$ cat config.mk
export PLATFORM = sky130hd
export DESIGN_NAME = url_encode_and_split
export DESIGN_NICKNAME = d
export VERILOG_FILES = /design/src/hw/rtl/ues_pkg.sv /design/src/hw/rtl/ues_front.sv /design/src/hw/rtl/ues_back.sv /design/src/hw/rtl/url_encode_and_split.sv
export SDC_FILE = /design/constraint.sdc
export NUM_CORES = 1
export LEC_CHECK = 0
export BUFFER_PORTS_ARGS = -buffer_cell sky130_fd_sc_hd__buf_2
export CAP_MARGIN = 30
export CORE_ASPECT_RATIO = 0.9
export CORE_MARGIN = 2
export CORE_UTILIZATION = 65
export CTS_CLUSTER_SIZE = 25
export DETAILED_ROUTE_END_ITERATION = 10
export PLACE_DENSITY = 0.89
export SETUP_SLACK_MARGIN = 0.1
export SYNTH_ARGS = -nofsm -noshare
export SYNTH_HDL_FRONTEND = slang
export SYNTH_SLANG_ARGS = --single-unit
$ cat constraint.sdc
create_clock -name clk -period 12.08 [get_ports clk]
set_input_delay 1.208 -clock clk [delete_from_list [all_inputs] [get_ports clk]]
set_output_delay 1.208 -clock clk [all_outputs]
set_load 0.01 [all_outputs]
$ cat src/hw/rtl/ues_pkg.sv
// Shared types and constants for the URL encoder and splitter.
// Used by ues_front, ues_back and url_encode_and_split; depends on nothing.
package ues_pkg;

  // Depth of the character queue between the front and the back
  localparam int QUEUE_DEPTH = 4;

  // Reset values of the default port registers
  localparam logic [15:0] HTTP_PORT_RST  = 16'd80;
  localparam logic [15:0] HTTPS_PORT_RST = 16'd443;

  // Register indexes on the configuration port
  localparam logic CFG_HTTP_PORT  = 1'b0;
  localparam logic CFG_HTTPS_PORT = 1'b1;

  // One encoded input byte: either a plain character or a %XX escape
  typedef struct packed {
    logic       is_pct;  // raw byte >= 0x80, expands to three characters
    logic [7:0] ch;      // plain character, or the raw byte for an escape
    logic       last;    // final byte of the URL
  } chr_entry_t;

  typedef struct packed {
    logic [15:0] http;
    logic [15:0] https;
  } dflt_ports_t;

endpackage

$ cat src/hw/rtl/ues_front.sv
// Front end: encodes raw URL bytes (whitespace to '+', high bytes flagged
// for %XX) and queues them for the back end. Depends on ues_pkg.
module ues_front #(
  parameter int DEPTH = ues_pkg::QUEUE_DEPTH
) (
  input  logic                clk,
  input  logic                rst_n,
  input  logic                in_tvalid,
  output logic                in_tready,
  input  logic [7:0]          in_tdata,   // [7:0] in_byte
  input  logic                in_tlast,
  output logic                head_valid,
  output ues_pkg::chr_entry_t head,
  input  logic                pop
);

  localparam int PW = (DEPTH > 1) ? $clog2(DEPTH) : 1;
  localparam int CW = $clog2(DEPTH + 1);

  ues_pkg::chr_entry_t mem_r [DEPTH];
  logic [PW-1:0]       wr_ptr_r, wr_ptr_nxt;
  logic [PW-1:0]       rd_ptr_r, rd_ptr_nxt;
  logic [CW-1:0]       cnt_r, cnt_nxt;
  ues_pkg::chr_entry_t enc;
  logic                is_ws;
  logic                push;

  assign is_ws = (in_tdata == 8'h20) || (in_tdata >= 8'h09 && in_tdata <= 8'h0D);

  always_comb begin
    enc.is_pct = in_tdata[7];
    enc.ch     = is_ws ? 8'h2B : in_tdata;
    enc.last   = in_tlast;
  end

  assign in_tready  = (cnt_r != CW'(DEPTH));
  assign push       = in_tvalid && in_tready;
  assign head_valid = (cnt_r != '0);
  assign head       = mem_r[rd_ptr_r];

  always_comb begin
    wr_ptr_nxt = wr_ptr_r;
    rd_ptr_nxt = rd_ptr_r;
    if (push) begin
      wr_ptr_nxt = (wr_ptr_r == PW'(DEPTH - 1)) ? '0 : wr_ptr_r + 1'b1;
    end
    if (pop) begin
      rd_ptr_nxt = (rd_ptr_r == PW'(DEPTH - 1)) ? '0 : rd_ptr_r + 1'b1;
    end
    cnt_nxt = cnt_r;
    if (push && !pop) begin
      cnt_nxt = cnt_r + 1'b1;
    end else if (pop && !push) begin
      cnt_nxt = cnt_r - 1'b1;
    end
  end

  always_ff @(posedge clk) begin
    if (!rst_n) begin
      wr_ptr_r <= '0;
      rd_ptr_r <= '0;
      cnt_r    <= '0;
    end else begin
      wr_ptr_r <= wr_ptr_nxt;
      rd_ptr_r <= rd_ptr_nxt;
      cnt_r    <= cnt_nxt;
    end
  end

  always_ff @(posedge clk) begin
    if (push) begin
      mem_r[wr_ptr_r] <= enc;
    end
  end

endmodule

$ cat src/hw/rtl/ues_back.sv
// Back end: walks the queued characters through the scheme/host/port/path/query parser
// and drives at most one result per cycle, stalling on out_tready. Depends on ues_pkg.
module ues_back (
  input  logic                 clk,
  input  logic                 rst_n,
  input  logic                 head_valid,
  input  ues_pkg::chr_entry_t  head,
  output logic                 pop,
  input  ues_pkg::dflt_ports_t ports,
  output logic                 out_tvalid,
  input  logic                 out_tready,
  output logic [31:0]          out_tdata,  // [7:0] out_byte, [10:8] status, [27:11] port
  output logic [3:0]           out_tuser,  // [0] has_byte, [3:1] field
  output logic                 out_tlast
);

  typedef enum logic [2:0] {
    M_SCHEME = 3'd0,
    M_HOST   = 3'd1,
    M_PORT   = 3'd2,
    M_PATH   = 3'd3,
    M_QUERY  = 3'd4
  } mode_t;

  // status codes
  localparam logic [2:0] ST_OK       = 3'd0;
  localparam logic [2:0] ST_NO_SEP   = 3'd1;
  localparam logic [2:0] ST_NO_SLASH = 3'd2;
  localparam logic [2:0] ST_COLONS   = 3'd3;
  localparam logic [2:0] ST_BAD_PORT = 3'd4;

  // http/https prefix tracker
  localparam logic [2:0] SCM_START = 3'd0;
  localparam logic [2:0] SCM_H     = 3'd1;
  localparam logic [2:0] SCM_HT    = 3'd2;
  localparam logic [2:0] SCM_HTT   = 3'd3;
  localparam logic [2:0] SCM_HTTP  = 3'd4;
  localparam logic [2:0] SCM_HTTPS = 3'd5;
  localparam logic [2:0] SCM_FAIL  = 3'd6;

  // held separator: nothing, ':', ":/", or only '/' left to release
  localparam logic [1:0] SEP_NONE  = 2'd0;
  localparam logic [1:0] SEP_COLON = 2'd1;
  localparam logic [1:0] SEP_CS    = 2'd2;
  localparam logic [1:0] SEP_SLASH = 2'd3;

  localparam logic [1:0] SGN_NONE = 2'd0;
  localparam logic [1:0] SGN_POS  = 2'd1;
  localparam logic [1:0] SGN_NEG  = 2'd2;

  localparam logic [7:0] CH_COLON = ":";
  localparam logic [7:0] CH_SLASH = "/";
  localparam logic [7:0] CH_QUEST = "?";
  localparam logic [7:0] CH_PCT   = "%";
  localparam logic [7:0] CH_PLUS  = "+";
  localparam logic [7:0] CH_MINUS = "-";
  localparam logic [7:0] CH_0     = "0";
  localparam logic [7:0] CH_9     = "9";
  localparam logic [7:0] CH_H     = "h";
  localparam logic [7:0] CH_T     = "t";
  localparam logic [7:0] CH_P     = "p";
  localparam logic [7:0] CH_S     = "s";

  localparam logic [16:0] PORT_NONE = '1;
  localparam logic [16:0] PORT_MAXV = 17'd65535;
  localparam logic [20:0] PORT_CAP  = 21'd65536;

  function automatic logic [7:0] hex_digit(input logic [3:0] n);
    logic [7:0] d;
    begin
      if (n < 4'd10) begin
        d = CH_0 + 8'(n);
      end else begin
        d = 8'h41 + 8'(n - 4'd10);
      end
      return d;
    end
  endfunction

  function automatic logic [2:0] scm_step(input logic [2:0] s, input logic [7:0] c);
    logic [2:0] n;
    begin
      n = SCM_FAIL;
      if (s == SCM_START && c == CH_H) begin
        n = SCM_H;
      end else if ((s == SCM_H || s == SCM_HT) && c == CH_T) begin
        n = s + 3'd1;
      end else if (s == SCM_HTT && c == CH_P) begin
        n = SCM_HTTP;
      end else if (s == SCM_HTTP && c == CH_S) begin
        n = SCM_HTTPS;
      end
      return n;
    end
  endfunction

  mode_t       mode_r, mode_nxt;
  logic [1:0]  sep_r, sep_nxt;
  logic [2:0]  scm_r, scm_nxt;
  logic [1:0]  colons_r, colons_nxt;
  logic [16:0] pval_r, pval_nxt;
  logic [1:0]  psign_r, psign_nxt;
  logic        pend_r, pend_nxt;
  logic [2:0]  err_r, err_nxt;
  logic [1:0]  idx_r, idx_nxt;
  logic        closing_r, closing_nxt;
  logic        sep_item_r, sep_item_nxt;   // "://" completed within the current byte
  logic        ov_r, ov_nxt;
  logic        o_hb_r, o_hb_nxt;
  logic [7:0]  o_byte_r, o_byte_nxt;
  logic [2:0]  o_field_r, o_field_nxt;
  logic [2:0]  o_status_r, o_status_nxt;
  logic [16:0] o_port_r, o_port_nxt;
  logic        o_last_r, o_last_nxt;

  logic [7:0]  cur_ch;
  logic        at_end;
  logic        go;
  logic        consume;
  logic        is_digit;
  logic        port_bad;
  logic [20:0] prod;
  logic [16:0] fin_port;

  always_comb begin
    if (!head.is_pct) begin
      cur_ch = head.ch;
    end else if (idx_r == 2'd0) begin
      cur_ch = CH_PCT;
    end else if (idx_r == 2'd1) begin
      cur_ch = hex_digit(head.ch[7:4]);
    end else begin
      cur_ch = hex_digit(head.ch[3:0]);
    end
  end

  assign at_end   = head.is_pct ? (idx_r == 2'd2) : 1'b1;
  assign go       = head_valid && (!ov_r || out_tready);
  assign is_digit = (cur_ch >= CH_0) && (cur_ch <= CH_9);
  assign port_bad = pval_r[16] || (psign_r == SGN_NEG && pval_r != '0);
  assign prod     = 21'({pval_r, 3'b000}) + 21'({pval_r, 1'b0}) + 21'(cur_ch[3:0]);

  always_comb begin
    if (err_r == ST_COLONS) begin
      fin_port = PORT_NONE;
    end else if (err_r == ST_BAD_PORT) begin
      fin_port = pval_r[16] ? PORT_MAXV : PORT_NONE;
    end else if (colons_r == 2'd1) begin
      fin_port = (psign_r == SGN_NEG) ? '0 : pval_r;
    end else if (scm_r == SCM_HTTP) begin
      fin_port = {1'b0, ports.http};
    end else if (scm_r == SCM_HTTPS) begin
      fin_port = {1'b0, ports.https};
    end else begin
      fin_port = PORT_NONE;
    end
  end

  always_comb begin
    mode_nxt     = mode_r;
    sep_nxt      = sep_r;
    scm_nxt      = scm_r;
    colons_nxt   = colons_r;
    pval_nxt     = pval_r;
    psign_nxt    = psign_r;
    pend_nxt     = pend_r;
    err_nxt      = err_r;
    idx_nxt      = idx_r;
    closing_nxt  = closing_r;
    sep_item_nxt = sep_item_r;
    ov_nxt       = ov_r && !out_tready;
    o_hb_nxt     = o_hb_r;
    o_byte_nxt   = o_byte_r;
    o_field_nxt  = o_field_r;
    o_status_nxt = o_status_r;
    o_port_nxt   = o_port_r;
    o_last_nxt   = o_last_r;
    pop          = 1'b0;
    consume      = 1'b0;

    if (go && closing_r) begin
      if (mode_r == M_SCHEME && sep_r != SEP_NONE) begin
        // flush held separator characters as scheme text
        ov_nxt       = 1'b1;
        o_hb_nxt     = 1'b1;
        o_field_nxt  = 3'(M_SCHEME);
        o_status_nxt = ST_OK;
        o_port_nxt   = '0;
        o_last_nxt   = 1'b0;
        if (sep_r == SEP_SLASH) begin
          o_byte_nxt = CH_SLASH;
          scm_nxt    = scm_step(scm_r, CH_SLASH);
          sep_nxt    = SEP_NONE;
        end else begin
          o_byte_nxt = CH_COLON;
          scm_nxt    = scm_step(scm_r, CH_COLON);
          sep_nxt    = (sep_r == SEP_CS) ? SEP_SLASH : SEP_NONE;
        end
      end else begin
        ov_nxt      = 1'b1;
        o_hb_nxt    = 1'b0;
        o_byte_nxt  = '0;
        o_field_nxt = '0;
        o_last_nxt  = 1'b1;
        case (mode_r)
          M_SCHEME: begin
            o_status_nxt = ST_NO_SEP;
            o_port_nxt   = PORT_NONE;
          end
          M_HOST, M_PORT: begin
            o_status_nxt = sep_item_r ? ST_OK : ST_NO_SLASH;
            o_port_nxt   = PORT_NONE;
          end
          default: begin
            o_status_nxt = err_r;
            o_port_nxt   = fin_port;
          end
        endcase
        pop          = 1'b1;
        mode_nxt     = M_SCHEME;
        sep_nxt      = SEP_NONE;
        scm_nxt      = SCM_START;
        colons_nxt   = '0;
        pval_nxt     = '0;
        psign_nxt    = SGN_NONE;
        pend_nxt     = 1'b0;
        err_nxt      = ST_OK;
        idx_nxt      = '0;
        closing_nxt  = 1'b0;
        sep_item_nxt = 1'b0;
      end
    end else if (go) begin
      o_hb_nxt     = 1'b1;
      o_byte_nxt   = cur_ch;
      o_field_nxt  = 3'(mode_r);
      o_status_nxt = ST_OK;
      o_port_nxt   = '0;
      o_last_nxt   = 1'b0;
      case (mode_r)
        M_SCHEME: begin
          if (sep_r == SEP_SLASH) begin
            ov_nxt     = 1'b1;
            o_byte_nxt = CH_SLASH;
            scm_nxt    = scm_step(scm_r, CH_SLASH);
            sep_nxt    = SEP_NONE;
          end else if (cur_ch == CH_SLASH && sep_r == SEP_COLON) begin
            sep_nxt = SEP_CS;
            consume = 1'b1;
          end else if (cur_ch == CH_SLASH && sep_r == SEP_CS) begin
            sep_nxt      = SEP_NONE;
            mode_nxt     = M_HOST;
            sep_item_nxt = 1'b1;
            consume      = 1'b1;
          end else if (sep_r != SEP_NONE) begin
            // release a held ':' first; a held ':' before another ':' stays held
            ov_nxt     = 1'b1;
            o_byte_nxt = CH_COLON;
            scm_nxt    = scm_step(scm_r, CH_COLON);
            if (sep_r == SEP_CS) begin
              sep_nxt = SEP_SLASH;
            end else if (cur_ch == CH_COLON) begin
              consume = 1'b1;
            end else begin
              sep_nxt = SEP_NONE;
            end
          end else if (cur_ch == CH_COLON) begin
            sep_nxt = SEP_COLON;
            consume = 1'b1;
          end else begin
            ov_nxt  = 1'b1;
            scm_nxt = scm_step(scm_r, cur_ch);
            consume = 1'b1;
          end
        end
        M_HOST, M_PORT: begin
          consume = 1'b1;
          if (cur_ch == CH_COLON) begin
            if (colons_r < 2'd2) begin
              colons_nxt = colons_r + 2'd1;
            end
            mode_nxt = M_PORT;
          end else if (cur_ch == CH_SLASH) begin
            if (colons_r >= 2'd2) begin
              err_nxt = ST_COLONS;
            end else if (colons_r == 2'd1 && port_bad) begin
              err_nxt = ST_BAD_PORT;
            end else begin
              err_nxt = ST_OK;
            end
            mode_nxt    = M_PATH;
            ov_nxt      = 1'b1;
            o_field_nxt = 3'(M_PATH);
          end else begin
            ov_nxt = 1'b1;
            if (mode_r == M_PORT && !pend_r) begin
              if (psign_r == SGN_NONE && cur_ch == CH_PLUS) begin
                psign_nxt = SGN_POS;
              end else if (psign_r == SGN_NONE && cur_ch == CH_MINUS) begin
                psign_nxt = SGN_NEG;
              end else if (!is_digit) begin
                pend_nxt = 1'b1;
              end else begin
                if (psign_r == SGN_NONE) begin
                  psign_nxt = SGN_POS;
                end
                pval_nxt = (prod > PORT_CAP) ? PORT_CAP[16:0] : prod[16:0];
              end
            end
          end
        end
        M_PATH: begin
          consume = 1'b1;
          if (cur_ch == CH_QUEST) begin
            mode_nxt = M_QUERY;
          end else begin
            ov_nxt = 1'b1;
          end
        end
        default: begin
          consume = 1'b1;
          ov_nxt  = 1'b1;
        end
      endcase

      if (consume) begin
        if (!at_end) begin
          idx_nxt = idx_r + 2'd1;
        end else if (head.last) begin
          closing_nxt = 1'b1;
        end else begin
          pop          = 1'b1;
          idx_nxt      = '0;
          sep_item_nxt = 1'b0;
        end
      end
    end
  end

  always_ff @(posedge clk) begin
    if (!rst_n) begin
      mode_r     <= M_SCHEME;
      sep_r      <= SEP_NONE;
      scm_r      <= SCM_START;
      colons_r   <= '0;
      pval_r     <= '0;
      psign_r    <= SGN_NONE;
      pend_r     <= 1'b0;
      err_r      <= ST_OK;
      idx_r      <= '0;
      closing_r  <= 1'b0;
      sep_item_r <= 1'b0;
      ov_r       <= 1'b0;
    end else begin
      mode_r     <= mode_nxt;
      sep_r      <= sep_nxt;
      scm_r      <= scm_nxt;
      colons_r   <= colons_nxt;
      pval_r     <= pval_nxt;
      psign_r    <= psign_nxt;
      pend_r     <= pend_nxt;
      err_r      <= err_nxt;
      idx_r      <= idx_nxt;
      closing_r  <= closing_nxt;
      sep_item_r <= sep_item_nxt;
      ov_r       <= ov_nxt;
    end
    o_hb_r     <= o_hb_nxt;
    o_byte_r   <= o_byte_nxt;
    o_field_r  <= o_field_nxt;
    o_status_r <= o_status_nxt;
    o_port_r   <= o_port_nxt;
    o_last_r   <= o_last_nxt;
  end

  assign out_tvalid = ov_r;
  assign out_tdata  = {4'b0000, o_port_r, o_status_r, o_byte_r};
  assign out_tuser  = {o_field_r, o_hb_r};
  assign out_tlast  = o_last_r;

endmodule

$ cat src/hw/rtl/url_encode_and_split.sv
// URL encoder and splitter: takes one raw URL byte per request and returns the
// encoded characters tagged scheme/host/port/path/query, then a closing request
// with status and port at the end of each URL. The back end drives at most one
// result per cycle while out_tready allows; a byte of 0x80 and above expands to
// three characters (%XX). A held ':' or ":/", the "://" slashes, host colons and
// the query '?' give no result. A held separator character that turns out to be
// scheme text is released as a scheme result, whether by the next scheme character
// or at the end of the URL, and the end of a URL adds the closing item.
// A QUEUE_DEPTH-entry queue between the encoder and the parser absorbs the
// expansion; input is taken whenever the queue has room, and the output
// register is refilled in the cycle it drains.
// Depends on ues_pkg, ues_front and ues_back.
module url_encode_and_split #(
  parameter int QUEUE_DEPTH = ues_pkg::QUEUE_DEPTH
) (
  input  logic        clk,
  input  logic        rst_n,
  input  logic        in_tvalid,
  output logic        in_tready,
  input  logic [7:0]  in_tdata,   // [7:0] in_byte
  input  logic        in_tlast,   // in_last
  output logic        out_tvalid,
  input  logic        out_tready,
  output logic [31:0] out_tdata,  // [7:0] out_byte, [10:8] status, [27:11] port
  output logic [3:0]  out_tuser,  // [0] has_byte, [3:1] field
  output logic        out_tlast,  // last
  input  logic        cfg_we,
  input  logic        cfg_index,
  input  logic [15:0] cfg_wdata
);

  logic [15:0]          http_port_r, http_port_nxt;
  logic [15:0]          https_port_r, https_port_nxt;
  ues_pkg::dflt_ports_t ports;
  ues_pkg::chr_entry_t  head;
  logic                 head_valid;
  logic                 pop;

  always_comb begin
    http_port_nxt  = http_port_r;
    https_port_nxt = https_port_r;
    if (cfg_we) begin
      case (cfg_index)
        ues_pkg::CFG_HTTP_PORT:  http_port_nxt  = cfg_wdata;
        ues_pkg::CFG_HTTPS_PORT: https_port_nxt = cfg_wdata;
        default: begin
          http_port_nxt = http_port_r;
        end
      endcase
    end
  end

  always_ff @(posedge clk) begin
    if (!rst_n) begin
      http_port_r  <= ues_pkg::HTTP_PORT_RST;
      https_port_r <= ues_pkg::HTTPS_PORT_RST;
    end else begin
      http_port_r  <= http_port_nxt;
      https_port_r <= https_port_nxt;
    end
  end

  assign ports.http  = http_port_r;
  assign ports.https = https_port_r;

  ues_front #(
    .DEPTH(QUEUE_DEPTH)
  ) u_front (
    .clk        (clk),
    .rst_n      (rst_n),
    .in_tvalid  (in_tvalid),
    .in_tready  (in_tready),
    .in_tdata   (in_tdata),
    .in_tlast   (in_tlast),
    .head_valid (head_valid),
    .head       (head),
    .pop        (pop)
  );

  ues_back u_back (
    .clk        (clk),
    .rst_n      (rst_n),
    .head_valid (head_valid),
    .head       (head),
    .pop        (pop),
    .ports      (ports),
    .out_tvalid (out_tvalid),
    .out_tready (out_tready),
    .out_tdata  (out_tdata),
    .out_tuser  (out_tuser),
    .out_tlast  (out_tlast)
  );

endmodule
-- Word-level counts from Yosys, hierarchy flattened
Memory sizes are Yosys's and may differ from the RTL's. A register that Yosys moved wholly into a read port is not among the register bits.
Cells that the tools add are included.
- $add $sub $neg: 15
- $lt $le $gt $ge: 9
- eq/ne operators: 45
- mux-type cells: 170
- bitwise logic cells: 1
- reduce and logical (&&, ||, !) cells: 67
- operator list (cell ; number):
    $mux 17 ; 22
    $mux 3 ; 35
    $mux 8 ; 13
    $mux 2 ; 40
    $mux 1 ; 55
    $eq 8x6->1 const B ; 6
    $eq 8x7->1 const B ; 4
    $reduce_bool 2->1 ; 13
    $add 20x18->21 ; 1
    $add 21x4->21 ; 1
    $gt 21x17->1 const B ; 1
    $logic_and 1x1->1 ; 20
    $reduce_and 5->1 ; 4
    $reduce_and 9->1 ; 2
    $reduce_bool 17->1 ; 1
    $add 7x8->8 const A ; 2
    $eq 3x2->1 const B ; 5
    $add 6x4->7 const A ; 2
    $eq 2x2->1 const B ; 6
    $reduce_bool 4->1 ; 3
    $sub 4x4->5 const B ; 2
    $eq 3x3->1 const B ; 3
    $ne 3x1->1 const B ; 3
    $ne 3x2->1 const B ; 3
    35 further kinds ; 60
- bits in registers: 110
- memory bits (writable): 40
- input port bits: 31
- output and inout port bits: 39
- memories: 1
- memory list (memory ; words ; width ; read ports ; clocked after Yosys merged registers in ; write ports ; RTL line ; text):
    u_front.mem_r ; 4 ; 10 ; 1 ; 1 ; 1 ; ues_front.sv:20 ; ues_pkg::chr_entry_t mem_r [DEPTH];

-- Depth between registers and ports, before layout
- word-level depth: 22
- gate-level depth with buffers: 25
- gate-level depth less buffers: 23

-- By module
Synthesis repeated with hierarchy kept, for this count alone.
- cell total of the unflattened synthesis: 942
- area total of the unflattened synthesis: 8962.3 um2
- modules (own cells, without submodules) (module ; times used ; cells an instance ; area an instance (um2) ; seq. area each (um2)):
    ues_back ; 1 ; 689 ; 5671.7 ; 1701.6
    ues_front ; 1 ; 120 ; 2040.7 ; 1381.3
    url_encode_and_split ; 1 ; 133 ; 1249.9 ; 640.6

-- Worst setup path before layout
Ideal clock, no wire load.
- path kind: flip-flop to flip-flop
- from: register with a tool-made name
- to: register u_back.pval_r[1]
- library setup time: 60 ps
- arrival: 5406 ps
- path slack: 6614 ps
- stages on the path, launching flop included: 24
- path buffers: 1
- path through: dfxtp_1 > buf_6 > mux4_2 > inv_1 > ha_1 > inv_1 > ha_1 > nand3_1 > o22a_1 > a311oi_1 > o31a_4 > fa_1 > inv_1 > ha_1 > a21o_1 > a21oi_1 > o21ai_0 > a2111oi_0 > nor3_1 > xor2_1 > a2111oi_0 > nand4_1 > a211oi_2 > a22o_1
- RTL lines (what ; RTL line ; text):
    end signal, assigned ; ues_back.sv:358 ; pval_r <= pval_nxt;
    end, declared ; ues_back.sv:101 ; logic [16:0] pval_r, pval_nxt;

==> results.md <==
STA:
- Timing would allow up to 147 MHz.
- Setup violations remaining at the end of the flow were counted as 0.
- In the final timing run, aggregate negative setup slack is 0 ns.
- Setup slack closes at about 5.3 ns.
- For the pin with the worst max-slew slack, the measured transition is approximately 0.97 ns.
- The worst path uses ~56% of the clock period.
- The count of endpoints failing hold in the final timing report is 0.
- The worst pin sits at a relative slew slack of a little over a third.
- The final-report max-slew violation count is 0.
- The clock arrives with approximately 0.0093 ns of skew.
- The time the worst path needs with I/O delays and setup is 6.82 ns.
- Final hold analysis gives a worst-case slack of roughly 0.45 ns.
- Setup repair after global routing left no endpoint under its margin.

Pwr:
- Net switching is a little under two fifths of the power.
- The worst-case IR drop observed on VDD is 0.143 mV.
- The combinational cell fraction of total power is 37.1%.
- The static power due to leakage is 3.87 nW.
- The share of power burned in registers is between 30% and 40%.
- The power per standard cell area is 206 nW/um2.
- The internal portion of the total power is about 1.3 mW.
- Per report_power, the clock group accounts for 27.6% of the total.
- The analysis attributes to net switching a power of 741 uW.

Job:
- The max capacitance violation total is 0.

Routing:
- The detailed-routing iteration count for the pre-antenna-repair pass is 7.
- The DRC violation total after the first TritonRoute iteration is between 800 and 900.
- The routed design has roughly 21 mm of wire.
- In the routed design, unresolved DRC markers number 0.
- Once detail routing completed, the nets flagged for antenna violations numbered 0.
- The via density per instance is between 6 and 7.
- The average detailed-routed wire length per instance is about 18 um.
- The via count is 7435.

Critical path:
- The largest individual stage delay along the critical path comes from the cell dfxtp_1.
- The worst setup path is captured at a flop.
- Traced cell by cell, the critical path runs through mux4_2 > inv_1 > ha_1 > inv_1 > ha_1 > nand3_1 > o22a_1 > a311oi_1 > o31a_4 > fa_1 > inv_1 > ha_1 > a21o_1 > a21oi_1 > o21ai_0 > a2111oi_0 > nor3_1 > xor2_1 > a2111oi_0 > nand4_1 > a211oi_2 > a22o_1.
- On the worst path, the slowest cell contributes a delay of roughly 0.91 ns.
- For the worst setup path, the data required time is 12.46 ns.
- The kind of start point of the critical path is a flop.
- The highest fanout seen on the critical path is 18.
- The type of the worst setup path is flop to flop.
- The critical path contains buffers and inverters numbering 3 combined.
- The data arrival at the endpoint of the critical path is ~7 ns.
- In this design, the largest share of critical-path delay is due to compound AO/OA/AOI/OAI gates.

Clock network:
- Clock latency on the worst-skew pair, taken at its later pin, is between 0.4 and 0.5 ns.
- After clock tree synthesis, the clock-pin slew on the worst setup and hold paths is around 0.060 ns.
- The number of instances resized during post-cts repair is 0.
- The number of buffers added by the clock tree synthesis step is 17.
- The post-cts hold buffer count is 0.
- The number of buffers inserted by post-CTS setup repair is 0.
- The root buffer cell is clkbuf_16.
- No sink is reached through more buffers than the 2 on the longest clock path.
- The clock drives 151 sinks.
- The H-tree level count is 4.
- TritonCTS built the clock tree.

Yosys:
- The netlist area before placement is ~9000 um2.
- The average instance area after synthesis is approximately 9.3 um2.
- edfxtp_1 takes more of the synthesized area than any other cell.
- The area share of the leading cell type in the synthesized netlist is between 20% and 30%.
- Summing the sequential cell areas from Yosys gives 42.5% of the chip area.
- The main flop type after synthesis is dfxtp_1.
- The gate count after technology mapping is approximately 940.
- After synthesis the netlist holds a flip-flop and latch count of ~150.
- The Yosys step of the flow raised 0 warnings.
- The number of enable flip-flop cells after synthesis is 70.
- Yosys attributes the largest share of cell area to edfxtp_1 24%, dfxtp_1 18%, ha_1 8.1%.
- After synthesis, the share of flip-flops with an asynchronous set or reset is 0%.
- Synthesis instantiated 84 different standard cells from the library.

Global route:
- The via count of the first global-routing pass is 6889.
- In the global route stage, met3 resource usage came out at about 7%.
- For met2 alone, demand over resource in global routing was between 40% and 50%.
- The first global-routing pass estimated about 34 mm of wire.
- For this run, the total global-route usage over all layers was measured as 29.2%.
- The met1 track demand over resource in global routing is 39.3%.
- The number of antenna violations at the first check in global routing was 0.
- Entering global routing, the biggest net connects 68 pins.
- The layer with the highest usage after global routing is met2.
- For this run the aggregate overflow at the end of global routing stands at 0.

Floorplanning:
- The area of the core is between 10000 and 15000 um2.
- The die is 126 um wide.
- The height of the die is around 110 um.
- The floorplan step defined a die boundary enclosing between 10000 and 15000 um2.
- The floorplan has 40 rows.
- The starting density of the core is 66.1%.
- The number of placed I/O pins is 70.

Layout:
- The post-route netlist has 14.5% of its cells at a drive strength greater than 1.
- The number of antenna repair diodes is 0.
- The number of nets at the end of the flow is between 1k and 1.5k.
- The area growth from synthesis to layout is 11.2%.
- Excluding fillers, the count of instances in the completed layout stands at approximately 1.2k.

Run status:
- The flow ran to the end, and the final reports show no timing, DRC or antenna violations.

Placed design:
- The half-perimeter wire length of the detailed placement result is around 15 mm.
- The weighted congestion reported at the end of routability-driven placement is slightly above 0.9.
- The worst slack at placement is approximately 5.4 ns.
- Port buffering added 65 buffers.
- The number of placed cells counting well taps is approximately 1.1k.

Min path:
- The worst hold path belongs to the class flop to flop.
- In this run the most critical hold path is launched from u_back.o_field_r[2].
## cells in the final DEF, fill, tap and decap left out, types with 6 or more instances in the layout
master and count:
clkbuf_16 17, and3_1 8, and2_1 12, nor2b_1 15, or3_1 9, nand4_1 8
inv_1 40, ha_1 57, buf_2 65, xnor2_1 10, nor3_1 19, a21oi_1 30
nand2b_1 11, edfxtp_1 70, o211ai_1 7, xor2_1 6, or2_2 6, nand2_1 132
o21ai_0 49, nor2_1 85, nand3b_1 7, a22o_1 8, o21a_1 12, a31oi_1 24
a21boi_0 28, nand3_1 25, o21ai_1 6, mux2i_1 11, mux4_2 10, a211oi_1 7
dfxtp_1 81, nor4_1 11
## per-stage QoR
| step | utilization (%) | area, um2 | power, mW |
|---|---|---|---|
| floorplan | - | 8780 | 1.25 |
| global placement | 68.7 | 9110 | 1.43 |
| detailed placement | 68.7 | 9110 | 1.45 |
| CTS | 73.4 | 9730 | 2.00 |
| global route | 73.5 | 9750 | 2.11 |
| finish | 73.5 | 9750 | 2.01 |
## cells in the mapped netlist, drive strengths merged, types with 6 or more instances
master	n
a211oi	9
a21boi	30
a21oi	30
a22o	8
a31oi	24
and2	12
and3	8
buf	14
clkbuf	35
dfxtp	81
edfxtp	70
ha	57
inv	40
mux2i	11
mux4	10
nand2	133
nand2b	11
nand3	26
nand3b	7
nand4	8
nor2	87
nor2b	15
nor3	20
nor4	11
o211ai	8
o21a	12
o21ai	57
o31ai	6
or2	6
or3	9
xnor2	11
xor2	6
## cells by family (layout without fill, tap and decap cells)
| kind of cell | Yosys count | count (layout) | synth area share, % |
|---|---|---|---|
| other | 1 | 4 | 0.0428 |
| adders and majority gates | 61 | 61 | 8.94 |
| and+or+nand+nor | 365 | 365 | 19.8 |
| muxes | 25 | 25 | 4.34 |
| AOI/OAI and AO/OA | 228 | 228 | 18.2 |
| xor gates and xnor gates | 17 | 17 | 1.78 |
| buffers and inverters | 90 | 143 | 4.41 |
| DFF | 151 | 151 | 42.5 |
## flip-flops by register name, indices dropped and copies added (netlist names), 8 cells and up, named ones only
register and count:
https_port_r 16, u_back.o_byte_r 8, u_back.pval_r 17, u_back.o_port_r 17, http_port_r 16, u_front.mem_r 40
## final cells by class
cell class,instances,area (um2)
multi-input cells,700,4670
flip-flops and latches,151,3720
fillers,929,3510
clock buffers,19,453
repair buffers,70,375
well taps,168,210
clock inverters,13,168
inverters,41,154
## worst reg2reg max path, stage by stage (launching register included)
cell and delay, ns:
dfxtp_1 0.91, mux4_2 0.66, inv_1 0.16, ha_1 0.17, inv_1 0.04, ha_1 0.32
nand3_1 0.10, o22a_1 0.21, a311oi_1 0.14, o31a_4 0.41, fa_1 0.61, inv_1 0.06
ha_1 0.28, a21o_1 0.18, a21oi_1 0.30, o21ai_0 0.16, a2111oi_0 0.43, nor3_1 0.12
xor2_1 0.17, a2111oi_0 0.41, nand4_1 0.22, a211oi_2 0.50, a22o_1 0.19
## per-layer routing
| layer | vias to the layer above | part of all wire [%] |
|---|---|---|
| li1 | 3494 | - |
| met1 | 3499 | 42 |
| met2 | 383 | 47 |
| met3 | 59 | 8.6 |
| met4 | 0 | 2.3 |
| met5 | - | 0 |
## worst paths after layout
kind | end | slack (ns) | depth (start not counted)
setup / recovery | u_back.pval_r[11] | 5.26 | 22
hold / removal | u_back.o_field_r[2] | 0.45 | 2
hold reg to reg | u_back.o_field_r[2] | 0.45 | 2
setup reg to reg | u_back.pval_r[11] | 5.26 | 22
## power groups by stage
| stage | clock [mW] | combinational [mW] | sequential, mW |
|---|---|---|---|
| after global routing | 0.577 | 0.815 | 0.720 |
| after CTS | 0.556 | 0.733 | 0.711 |
| after detailed placement | 0 | 0.726 | 0.720 |
| after floorplan | 0 | 0.526 | 0.722 |
| final | 0.554 | 0.746 | 0.710 |
| after global placement | 0 | 0.710 | 0.716 |
Power figures use the tool's default switching activity.
